**config.mk**
```make
export PLATFORM = sky130hd
export DESIGN_NAME = tshp_ctrl
export DESIGN_NICKNAME = d
export VERILOG_FILES = /design/src/hw/rtl/tshp_pkg.sv /design/src/hw/rtl/tshp_ctrl.sv
export SDC_FILE = /design/constraint.sdc
export NUM_CORES = 1
export LEC_CHECK = 0
export BUFFER_PORTS_ARGS = -buffer_cell sky130_fd_sc_hd__buf_2
export CORE_AREA = 2 2 39 41
export DETAILED_ROUTE_END_ITERATION = 6
export DIE_AREA = 0 0 41 43
export PLACE_DENSITY = 0.48
export SLEW_MARGIN = 5
export SYNTH_ARGS = -nofsm -noshare
export SYNTH_HDL_FRONTEND = slang
export SYNTH_SLANG_ARGS = --single-unit
export TNS_END_PERCENT = 30
```
**constraint.sdc**
```tcl
create_clock -name clk -period 2.45 [get_ports clk]
set_input_delay 0.3675 -clock clk [delete_from_list [all_inputs] [get_ports clk]]
set_output_delay 0.3675 -clock clk [all_outputs]
set_load 0.01 [all_outputs]
```
**src/hw/rtl/tshp_pkg.sv**
```systemverilog
`default_nettype none
// ----------------------------------------------------------------------------
// Transient shaper package
// Shared register indexes, widths, reset values and controller commands.
// ----------------------------------------------------------------------------
package tshp_pkg;

    localparam int SAMPLE_WIDTH_DEF  = 24;
    localparam int ENV_FRAC_BITS_DEF = 8;

    localparam int COEFF_W = 17;
    localparam int GAIN_W  = 24;
    localparam int THR_W   = 16;
    localparam int CFG_W   = 24;
    localparam int IDX_W   = 3;

    localparam logic [IDX_W-1:0] REG_FAST_ATT  = 3'd0;
    localparam logic [IDX_W-1:0] REG_FAST_REL  = 3'd1;
    localparam logic [IDX_W-1:0] REG_SLOW_ATT  = 3'd2;
    localparam logic [IDX_W-1:0] REG_SLOW_REL  = 3'd3;
    localparam logic [IDX_W-1:0] REG_ATT_GAIN  = 3'd4;
    localparam logic [IDX_W-1:0] REG_SUS_GAIN  = 3'd5;
    localparam logic [IDX_W-1:0] REG_THRESHOLD = 3'd6;
    localparam logic [IDX_W-1:0] REG_SPAN_RECIP = 3'd7;

    localparam logic [COEFF_W-1:0] RST_FAST_ATT  = 17'd2234;
    localparam logic [COEFF_W-1:0] RST_FAST_REL  = 17'd372;
    localparam logic [COEFF_W-1:0] RST_SLOW_ATT  = 17'd30;
    localparam logic [COEFF_W-1:0] RST_SLOW_REL  = 17'd9;
    localparam logic [GAIN_W-1:0]  RST_ATT_GAIN  = 24'd130762;
    localparam logic [GAIN_W-1:0]  RST_SUS_GAIN  = 24'd65536;
    localparam logic [THR_W-1:0]   RST_THRESHOLD = 16'd360;
    localparam logic [GAIN_W-1:0]  RST_SPAN_RECIP = 24'd66199;

    typedef enum logic [3:0] {
        CMD_NONE,
        CMD_LOAD,
        CMD_ENV,
        CMD_DIV_START,
        CMD_DIV_STEP,
        CMD_T,
        CMD_T2,
        CMD_S,
        CMD_GAIN,
        CMD_PROD,
        CMD_OUT
    } tshp_cmd_t;

    typedef struct packed {
        tshp_cmd_t cmd;
    } tshp_ctrl_t;

    typedef struct packed {
        logic div_done;
    } tshp_stat_t;

endpackage
`default_nettype wire

```
**src/hw/rtl/tshp_ctrl.sv**
```systemverilog
`default_nettype none
// ----------------------------------------------------------------------------
// Transient shaper controller
// Sequences one word through the datapath and runs the output handshake.
// ----------------------------------------------------------------------------
module tshp_ctrl
    import tshp_pkg::*;
(
    input  wire logic       clk,
    input  wire logic       rst_n,
    input  wire logic       in_valid,
    output logic            in_ready,
    output logic            out_valid,
    input  wire logic       out_ready,
    output tshp_ctrl_t      ctrl,
    input  wire tshp_stat_t stat
);

    typedef enum logic [3:0] {
        ST_IDLE, ST_ENV, ST_DSTART, ST_DIV, ST_T, ST_T2, ST_S,
        ST_GAIN, ST_PROD, ST_OUT, ST_HOLD
    } state_t;

    state_t state_reg;
    logic   out_valid_reg;

    assign in_ready  = (state_reg == ST_IDLE) ||
                       (state_reg == ST_HOLD && out_ready);
    assign out_valid = out_valid_reg;

    always_comb
    begin
        ctrl.cmd = CMD_NONE;
        case (state_reg)
            ST_IDLE:   ctrl.cmd = in_valid ? CMD_LOAD : CMD_NONE;
            ST_HOLD:   ctrl.cmd = (in_valid && out_ready) ? CMD_LOAD : CMD_NONE;
            ST_ENV:    ctrl.cmd = CMD_ENV;
            ST_DSTART: ctrl.cmd = CMD_DIV_START;
            ST_DIV:    ctrl.cmd = stat.div_done ? CMD_NONE : CMD_DIV_STEP;
            ST_T:      ctrl.cmd = CMD_T;
            ST_T2:     ctrl.cmd = CMD_T2;
            ST_S:      ctrl.cmd = CMD_S;
            ST_GAIN:   ctrl.cmd = CMD_GAIN;
            ST_PROD:   ctrl.cmd = CMD_PROD;
            ST_OUT:    ctrl.cmd = CMD_OUT;
            default:   ctrl.cmd = CMD_NONE;
        endcase
    end

    always_ff @(posedge clk or negedge rst_n)
    begin
        if (!rst_n)
        begin
            state_reg     <= ST_IDLE;
            out_valid_reg <= 1'b0;
        end
        else
        begin
            case (state_reg)
                ST_IDLE:   if (in_valid) state_reg <= ST_ENV;
                ST_ENV:    state_reg <= ST_DSTART;
                ST_DSTART: state_reg <= ST_DIV;
                ST_DIV:    if (stat.div_done) state_reg <= ST_T;
                ST_T:      state_reg <= ST_T2;
                ST_T2:     state_reg <= ST_S;
                ST_S:      state_reg <= ST_GAIN;
                ST_GAIN:   state_reg <= ST_PROD;
                ST_PROD:   state_reg <= ST_OUT;
                ST_OUT:
                begin
                    state_reg     <= ST_HOLD;
                    out_valid_reg <= 1'b1;
                end
                ST_HOLD:
                begin
                    if (out_ready)
                    begin
                        out_valid_reg <= 1'b0;
                        state_reg     <= in_valid ? ST_ENV : ST_IDLE;
                    end
                end
                default:   state_reg <= ST_IDLE;
            endcase
        end
    end

endmodule
`default_nettype wire

```
; Word-level counts from Yosys, hierarchy flattened
; Index checks and enable logic that the tools add are counted.
[word_totals]
regBits = 5
output_inout_bits = 6
elab_cells = 32
[op_classes]
eq_ne = 13
n_mux = 10
reduce_logical = 7
[op_table]
columns = operator, count
row1 = case mux 4 bit (11 select lines), 2
row2 = "== test 4 x 3 -> 1 bit, second input constant", 4
row3 = "== test 4 bit, second input constant", 3
row4 = 2-to-1 mux 4 bit, 3
row5 = "== test 4 x 2 -> 1 bit, second input constant", 2
row6 = "inequality test 2 bit, second input constant", 3
row7 = "== test 4 x 1 -> 1 bit, second input constant", 1
row8 = logical NOT 4 bit, 1
row9 = 2-to-1 mux 1 bit, 3
row10 = 2-to-1 mux 3 bit, 1
row11 = AND reduction 3 bit, 1
row12 = logical AND 1 bit, 2
row13 = case mux 1 bit (2 select lines), 1
row14 = AND reduction 2 bit, 1
row15 = nonzero test 2 bit, 1
row16 = logical OR 1 bit, 1

; Longest topological paths before layout
; Gate-level depths: netlist (run 1).
[logic_depth]
ltp_word = 3
depth_mapped = 4
ltp_nobuf = 3

; Worst setup path after synthesis (run 1)
; OpenSTA, ideal clock, no wires.
[synth_path]
kind = reg2out
from = register state_reg[2]
to = output port ctrl[0] in the netlist's numbering
arrival_ps = 1067
required_ps = 2082
setup_slack_ps = 1015
stages_incl_launch_ff = 4
path_cell_list = dfrtp_1 buf_2 a21o_1 a211oi_1
[synth_lines]
columns = item, line
row1 = from (decl), tshp_ctrl.sv:24  ; state_t state_reg;
row2 = from (signal assigned), tshp_ctrl.sv:79  ; state_reg <= in_valid ? ST_ENV : ST_IDLE;
row3 = to (decl), tshp_ctrl.sv:15  ; output tshp_ctrl_t ctrl,

==> results of run 1 <==
-- stage by stage --
step / hold slack, ns / power (mW) / std cells / setup WS, ns
6_report: 0.466 / 0.630 / 76 / 0.639
5_1_grt: 0.466 / 0.700 / 76 / 0.502
4_1_cts: 0.458 / 0.640 / 76 / 0.628
3_5_place_dp: 0.186 / 0.539 / 71 / 0.894
3_3_place_gp: 0.186 / 0.546 / 71 / 0.860
2_1_floorplan: 0.0719 / 0.449 / 49 / 1.02
-- cells in the mapped netlist, drive strengths merged, types with 2 or more instances --
cell type	number	area, um^2
nor2	6	22.5
o21ai	6	30.0
dfrtp	5	125
buf	3	15.0
nand2	3	11.3
nand2b	3	18.8
o21a	3	22.5
a21oi	2	10.0
a31oi	2	12.5
nand4b	2	17.5
nor3	2	10.0
-- placed cells by master (no fill, tap or decap), drive strengths merged, types with 2 or more instances in the layout --
cell type,Yosys,routed
a21oi,2,2
a31oi,2,2
buf,3,10
clkbuf,1,4
dfrtp,5,5
nand2,3,3
nand2b,3,3
nand4b,2,2
nor2,6,6
nor3,2,2
o21a,3,3
o21ai,6,6
-- worst min path at each step --
stage / end / slack, ns / cells after the start
6_report: state_reg[1]$_DFFE_PN0P_ / 0.47 / 2
5_1_grt: state_reg[1]$_DFFE_PN0P_ / 0.47 / 2
4_1_cts: state_reg[1]$_DFFE_PN0P_ / 0.46 / 2
3_5_place_dp: state_reg[1]$_DFFE_PN0P_ / 0.19 / 1
3_3_place_gp: state_reg[1]$_DFFE_PN0P_ / 0.19 / 1
2_1_floorplan: out_valid$_DFFE_PN0P_ / 0.07 / 0
-- kinds of logic after synthesis --
group / Yosys count / share of synthesized area [%]
flops: 5 / 32.6
buf+inv: 5 / 5.86
simple gates: 20 / 27.4
compound gates: 19 / 34.2
-- area by class of cell --
class,count,area share (%)
multi-input combinational,39,50.1
sequential,5,26.5
timing repair buffer,11,12.7
clock buffer,4,5.57
tap,16,4.24
inverter,1,0.796
-- power breakdown --
group / leakage (nW) / internal [mW] / switching (mW)
combinational: 0.131 / 0.160 / 0.135
sequential: 0.0638 / 0.119 / 0.123
clock: 0.0150 / 0.0615 / 0.0319
-- timing repair --
item | CTS | global route
resized for setup | 0 | 0
hold endpoints to repair | 5 | 0
endpoints found under the setup margin | 0 | 0
hold buffers | 1 | 0
-- routing by layer --
layer  track usage, %  up-vias  wire length (um)
met2             15.0        9               334
met1             16.5      167               437
met5                0        -                 0
li1                 -      198                 -
met4             8.00        0                18
met3             1.57        2                26
==> results.yml, run 1 <==
worst_setup_path:
  crit_family: "flip-flops"
  arrival_ns: 1.44
  endpoint: "ctrl[0]"
  crit_path_max_incr_delay_ns: 0.54
  path_cells: "nor4_1, a211oi_1, buf_2"
  cp.required_ns: 2.08
  r2r_cells: 3
  cp.buffers_inverters: 1
  r2r-start: "state_reg[3]$_DFFE_PN0P_"
  worst_setup_path_start_kind: "flip-flop"
  cp_slowest_cell: "dfrtp_1"
  startpoint: "state_reg[1]$_DFFE_PN0P_"
  end_kind: "primary output"
  worstSetupPathType: "flip-flop to primary output"
  reg2reg_slack_ns: 1.07
  crit_fanout: 16
  worstSetupPathDepth: 3
  r2r-end: "state_reg[0]$_DFFE_PN0P_"
finish:
  largest_reg_flops: 4
  nets: 66
  synthToLayoutAreaGrowth_pct: 22.8
  post-route-util_pct: 34.1
  drive_gt1_share_pct: 25.0
  fillers: 149
  multi_input_area_um2: 236
  fin_area_um2: 472
  insertedDiodeCount: 0
  ff_latch_area_um2: 125
cts:
  clock_sinks: 5
  clock_tree.root_cell: "clkbuf_4"
  cts_tree: "built"
  postCtsSetupBuffers: 0
  insertion_delay_ns: 0.24
  cts_made_buffers: 3
  h-tree-depth: 1
  clkTransAtPathRegs_ns: 0.04
  ctsLongestPathBuffers: 2
global_route:
  grt_usage_pct: 11.4
  grt_pass1_wl_um: 1360
  grt-ovfl-total: 0
  grt_pass1_vias: 339
  grt_start_max_net_pins: 17
  antenna_found_initial: 0
drt:
  antenna_left: 0
  dr.pass1.iters: 3
  via_per_inst: 4.95
  drc: 0
  vias: 376
  wl_um: 816
  drt-wirelength-per-cell_um: 10.7
  drtIter0Drc: 2
synthesis:
  synth-main-ff-cell: "dfrtp_1"
  synth_edf_count: 0
  yosysWarnings: 0
  ys_ff_latch: 5
  avgSynthCellArea_um2: 7.84
  synth_area_um2: 384
  syn_nets: 54
  ys_seq_area_share_pct: 32.6
  synthArstFlopShare_pct: 100
  syn_inst: 49
  ys_types: 23
floorplanning:
  coreArea_um2: 1380
  die_y_um: 43
  io_pins: 11
  fp.dieArea_um2: 1760
  die-width_um: 41
  start_util_pct: 27.8
  row_count: 14
sta:
  relSlewSlack_pct: 69.7
  fin_tns_setup_ns: 0
  finalSetupViolCount: 0
  finClkSkew_ns: 0.000292
  maxSlewViolCount: 0
  fin_crit_sh_pct: 73.9
  period_minus_slack_ns: 1.81
  rsz0062_at_grt: "false"
  clock.fmax_mhz: 552
  worstMarginPinSlew_ns: 0.454
  hold_violations: 0
outcome:
  status: "complete, no violations"
power_and_ir_drop:
  p_per_area_nw_per_um2: 1340
  peakVddDrop_uv: 519
  leakage_nw: 0.210
min_path:
  holdCritPathClass: "input port to asynchronous set/reset pin"
place:
  numPortBuffers: 10
  place_congestion: 0.677
  place_hpwl_um: 573
  place_area_um2: 435
run:
  maxCapViolations: 0
No activity file was read; power rests on OpenSTA's default activity.
==> run 2, diff against run 1 <==
--- a/config.mk
+++ b/config.mk
@@ -9,7 +9,7 @@
 export CORE_AREA = 2 2 39 41
 export DETAILED_ROUTE_END_ITERATION = 6
 export DIE_AREA = 0 0 41 43
-export PLACE_DENSITY = 0.48
+export PLACE_DENSITY = 0.5
 export SLEW_MARGIN = 5
 export SYNTH_ARGS = -nofsm -noshare
 export SYNTH_HDL_FRONTEND = slang
==> constraint.sdc (replaced) <==
create_clock -name clk -period 1.5 [get_ports clk]
set_input_delay 0.225 -clock clk [delete_from_list [all_inputs] [get_ports clk]]
set_output_delay 0.225 -clock clk [all_outputs]
set_load 0.01 [all_outputs]
==> run 2 against run 1 <==
The run now ends with negative setup slack left. Critical path type unchanged. Hold slack got worse by 0.14 ns. Register-to-register slack worse by 0.96 ns. Highest routed layer is now met3. Sequential cell count is the same. Global-route usage is 1.8 points higher. Routed wire length is 36% higher. Combinational power increased to 3.1 times the previous value.
==> results.yml, run 2 (synthesis results as in run 1) <==
drt:
  drt-wirelength-per-cell_um: 12.4
  drtIter0Drc: 4
  dr.pass1.iters: 4
  drc: 0
  wl_um: 1110
  via_per_inst: 5.06
  vias: 450
  antenna_left: 0
global_route:
  grt-ovfl-total: 0
  antenna_found_initial: 0
  grt_pass1_vias: 354
  grt_start_max_net_pins: 15
  grt_pass1_wl_um: 1530
  grt_usage_pct: 13.2
finish:
  layout_commonest_cell: "buf_2"
  final_cell_mix: "buf_2 (11), nor2_1 (6), buf_6 (6), buf_4 (6)"
  fillers: 142
  ff_latch_area_um2: 130
  nets: 79
  synthToLayoutAreaGrowth_pct: 62.2
  largest_reg_flops: 4
  multi_input_area_um2: 265
  finalNonFillerCells: 89
  drive_gt1_share_pct: 49.3
  insertedDiodeCount: 0
cts:
  clkTransAtPathRegs_ns: 0.04
  ctsLongestPathBuffers: 2
  clock_sinks: 5
  clock_tree.root_cell: "clkbuf_4"
  insertion_delay_ns: 0.24
  cts_tree: "built"
  h-tree-depth: 1
  cts_made_buffers: 3
floorplanning:
  die-width_um: 41
  die_y_um: 43
  coreArea_um2: 1380
  start_util_pct: 27.8
  fp.dieArea_um2: 1760
  row_count: 14
  io_pins: 11
power_and_ir_drop:
  p_clk_share_pct: 10.7
  p_per_area_nw_per_um2: 2270
  seqPwrFrac_pct: 25.6
  peakVddDrop_uv: 1040
  cellInternalPower_mw: 0.817
  switching_power_mw: 0.597
  leakage_nw: 0.283
  total_power_mw: 1.41
  swShare_pct: 42.2
  pwr-share-comb_pct: 63.6
run:
  maxCapViolations: 0
sta:
  fin_ws_ns: -0.0230
  hold_violations: 0
  finalSetupViolCount: 3
  worstMarginPinSlew_ns: 0.258
  maxSlewViolCount: 0
  clock.fmax_mhz: 657
  relSlewSlack_pct: 82.7
  period_minus_slack_ns: 1.52
  rsz0062_at_grt: "true"
  finClkSkew_ns: 0.00204
  fin_crit_sh_pct: 102
  holdWs_ns: 0.326
worst_setup_path:
  r2r-start: "state_reg[3]$_DFFE_PN0P_"
  crit_fanout: 5
  worst_setup_path_start_kind: "flip-flop"
  arrival_ns: 1.30
  endpoint: "ctrl[0]"
  cp.buffers_inverters: 2
  crit_path_max_incr_delay_ns: 0.44
  r2r-end: "state_reg[0]$_DFFE_PN0P_"
  startpoint: "state_reg[2]$_DFFE_PN0P_"
  worstSetupPathType: "flip-flop to primary output"
  cp_slowest_cell: "dfrtp_2"
  worstSetupPathDepth: 4
  reg2reg_slack_ns: 0.11
  crit_family: "flip-flops"
  end_kind: "primary output"
  path_cells: "buf_6, a21o_1, a211oi_2, buf_2"
  r2r_cells: 4
  cp.required_ns: 1.27
outcome:
  violations: "negative setup slack"
  status: "complete, but fails checks"
place:
  numPortBuffers: 10
  place_inst: 74
  place_hpwl_um: 608
  place_congestion: 0.708
min_path:
  holdCritPathClass: "input port to asynchronous set/reset pin"
## run 2: per-stage QoR
stage               worst slack (ns)  TNS [ns]  utilization (%)  cell area, um^2
floorplan                      0.208         0                -              384
global placement               0.106         0             33.1              458
detailed placement             0.117         0             33.1              458
CTS                          -0.0197   -0.0384             37.8              523
global route                 -0.0970    -0.431             45.0              623
finish                       -0.0230   -0.0410             45.0              623
## run 2: per-layer routing
layer	GRT usage, %	up-vias	part of all wire (%)
li1	-	226	-
met1	17.5	216	47
met2	17.5	8	52
met3	6.28	0	1.5
met4	6.00	0	0
met5	0	-	0
## run 2: cell type report
cell class,instances,area share (%)
multi-input cells,39,42.6
repair buffers,24,28.5
inverters,1,0.602
flip-flops and latches,5,20.9
well taps,16,3.21
clock buffers,4,4.22
## run 2: how the worst min path moves through the flow
stage           from                  endpoint  cells after the start
2_1_floorplan  rst_n     out_valid$_DFFE_PN0P_                      0
3_3_place_gp   rst_n     out_valid$_DFFE_PN0P_                      1
3_5_place_dp   rst_n     out_valid$_DFFE_PN0P_                      1
4_1_cts         stat  state_reg[0]$_DFFE_PN0P_                      4
5_1_grt        rst_n  state_reg[3]$_DFFE_PN0P_                      2
6_report       rst_n  state_reg[3]$_DFFE_PN0P_                      2
## run 2: power groups by stage
| stage | clock network, mW | logic (mW) | registers (mW) |
|---|---|---|---|
| floorplan | 0 | 0.468 | 0.266 |
| global placement | 0 | 0.585 | 0.363 |
| detailed placement | 0 | 0.581 | 0.362 |
| CTS | 0.157 | 0.644 | 0.369 |
| global route | 0.176 | 0.992 | 0.379 |
| finish | 0.151 | 0.900 | 0.362 |
## run 2: repair_timing
item,4_1_cts,5_1_grt
endpoints found under the hold margin,5,0
gates resized for setup,6,14
pin swaps,0,2
gates cloned,0,0
endpoints found under the setup margin,5,5
buffers inserted,2,8
hold buffers,1,0
==> run 3, diff against run 2 <==
--- a/config.mk
+++ b/config.mk
@@ -6,10 +6,12 @@
 export NUM_CORES = 1
 export LEC_CHECK = 0
 export BUFFER_PORTS_ARGS = -buffer_cell sky130_fd_sc_hd__buf_2
+export CELL_PAD_IN_SITES_DETAIL_PLACEMENT = 1
+export CELL_PAD_IN_SITES_GLOBAL_PLACEMENT = 1
 export CORE_AREA = 2 2 39 41
 export DETAILED_ROUTE_END_ITERATION = 6
 export DIE_AREA = 0 0 41 43
-export PLACE_DENSITY = 0.5
+export PLACE_DENSITY = 0.66
 export SLEW_MARGIN = 5
 export SYNTH_ARGS = -nofsm -noshare
 export SYNTH_HDL_FRONTEND = slang
==> run 3 against run 2 <==
The run still ends with negative setup slack left. Clock skew is 0.00069 ns higher. Count of clock-buffer cells in the layout unchanged. Maximum frequency shrank 0.45%. Via count up 10%. Die area stayed put. Setup slack got worse by 0.0069 ns. Register-to-register slack worse by 0.02 ns. Clock power rose by 5%. Combinational power grew 12%. Cell area rose by 6.0%. Final cell count up 1.1%. Highest routed layer is now met4.
==> results.yml, run 3 (synthesis results as in run 1) <==
outcome:
  status: "complete, but fails checks"
  violations: "negative setup slack"
worst_setup_path:
  r2r-end: "state_reg[0]$_DFFE_PN0P_"
  arrival_ns: 1.30
  r2r-start: "state_reg[2]$_DFFE_PN0P_"
  crit_fanout: 8
  reg2reg_slack_ns: 0.09
  worst_setup_path_start_kind: "flip-flop"
  r2r_cells: 4
  cp.required_ns: 1.27
  worstSetupPathType: "flip-flop to primary output"
  end_kind: "primary output"
place:
  place_area_um2: 465
  place_hpwl_um: 778
  place_inst: 75
  place_congestion: 0.776
  numPortBuffers: 10
power_and_ir_drop:
  total_power_mw: 1.54
  peakVddDrop_uv: 756
  p_per_area_nw_per_um2: 2340
  leakage_nw: 0.291
cts:
  ctsLongestPathBuffers: 2
  insertion_delay_ns: 0.24
  cts_made_buffers: 3
  h-tree-depth: 1
  cts_tree: "built"
  clock_sinks: 5
  clock_tree.root_cell: "clkbuf_4"
  clkTransAtPathRegs_ns: 0.05
drt:
  wl_met2_um: 809
  dr_wl_met3_um: 44
  drt-wirelength-per-cell_um: 16.5
  dr.pass1.iters: 4
  vias: 497
  via_per_inst: 5.52
  wl_um: 1480
  drc: 0
  antenna_left: 0
  wl_met1_um: 614
  drtIter0Drc: 9
  highest_layer: "met4"
global_route:
  grt_start_max_net_pins: 10
  grt_usage_pct: 18.9
  grt-ovfl-total: 0
  grt_pass1_vias: 471
  antenna_found_initial: 0
  grt_pass1_wl_um: 2170
floorplanning:
  io_pins: 11
  die-width_um: 41
  die_y_um: 43
  row_count: 14
  coreArea_um2: 1380
  fp.dieArea_um2: 1760
  start_util_pct: 27.8
finish:
  layout_commonest_cell: "buf_2"
  post-route-util_pct: 47.7
  drive_gt1_share_pct: 51.4
  fin_area_um2: 661
  synthToLayoutAreaGrowth_pct: 72.0
  finalNonFillerCells: 90
  largest_reg_flops: 4
  insertedDiodeCount: 0
  fillers: 174
  nets: 80
  final_cell_mix: "buf_2 (10), buf_4 (8), nor2_1 (6), buf_6 (6)"
run:
  maxCapViolations: 0
sta:
  hold_violations: 0
  clock.fmax_mhz: 654
  maxSlewViolCount: 0
  worstMarginPinSlew_ns: 0.356
  fin_tns_setup_ns: -0.0547
  relSlewSlack_pct: 76.2
  finClkSkew_ns: 0.00273
  fin_crit_sh_pct: 102
  finalSetupViolCount: 3
  period_minus_slack_ns: 1.53
  fin_ws_ns: -0.0299
  rsz0062_at_grt: "true"
min_path:
  holdCritPathClass: "input port to asynchronous set/reset pin"
==> run 3: repair_timing <==
item | CTS | global route
buffers inserted | 6 | 4
endpoints found under the setup margin | 5 | 6
hold endpoints to repair | 5 | 0
pin swaps | 0 | 6
hold buffers | 1 | 0
gates resized for setup | 13 | 8
==> run 3: metrics by stage <==
step / hold slack, ns / setup WS (ns)
2_1_floorplan: -0.0706 / 0.208
3_3_place_gp: 0.0455 / 0.170
3_5_place_dp: 0.0509 / 0.136
4_1_cts: 0.320 / -0.0177
5_1_grt: 0.351 / -0.0713
6_report: 0.360 / -0.0299
==> run 3: worst max-delay path: stages, from the launching register on <==
cell,delay [ns]
dfrtp_2,0.49
buf_6,0.17
a31oi_1,0.21
nor2_1,0.05
buf_2,0.13
==> run 3: layout make-up <==
class	instances	area [um^2]	share of cell area, %
Timing Repair Buffer	25	188	28.4
Multi-Input combinational cell	39	293	44.3
Tap cell	16	20.0	3.03
Clock buffer	4	26.3	3.98
Sequential cell	5	130	19.7
Inverter	1	3.75	0.568
==> run 3: worst max-delay path by stage <==
| stage | cells past startpoint | to | slack [ns] | from |
|---|---|---|---|---|
| 2_1_floorplan | 3 | ctrl[0] | 0.21 | state_reg[2]$_DFFE_PN0P_ |
| 3_3_place_gp | 4 | in_ready | 0.17 | state_reg[3]$_DFFE_PN0P_ |
| 3_5_place_dp | 3 | state_reg[0]$_DFFE_PN0P_ | 0.14 | state_reg[3]$_DFFE_PN0P_ |
| 4_1_cts | 4 | in_ready | -0.02 | state_reg[3]$_DFFE_PN0P_ |
| 5_1_grt | 5 | ctrl[1] | -0.07 | state_reg[1]$_DFFE_PN0P_ |
| 6_report | 4 | ctrl[2] | -0.03 | state_reg[1]$_DFFE_PN0P_ |
==> run 3: per-layer routing <==
metal  global-route usage, %  up-vias
met2                    30.6       17
met3                    6.28        2
li1                        -      228
met5                       0        -
met1                    22.1      250
met4                    6.00        0
==> run 3: where the power goes <==
part           internal [mW]  switching, mW
logic                  0.549          0.463
clock network          0.101         0.0571
registers              0.207          0.166
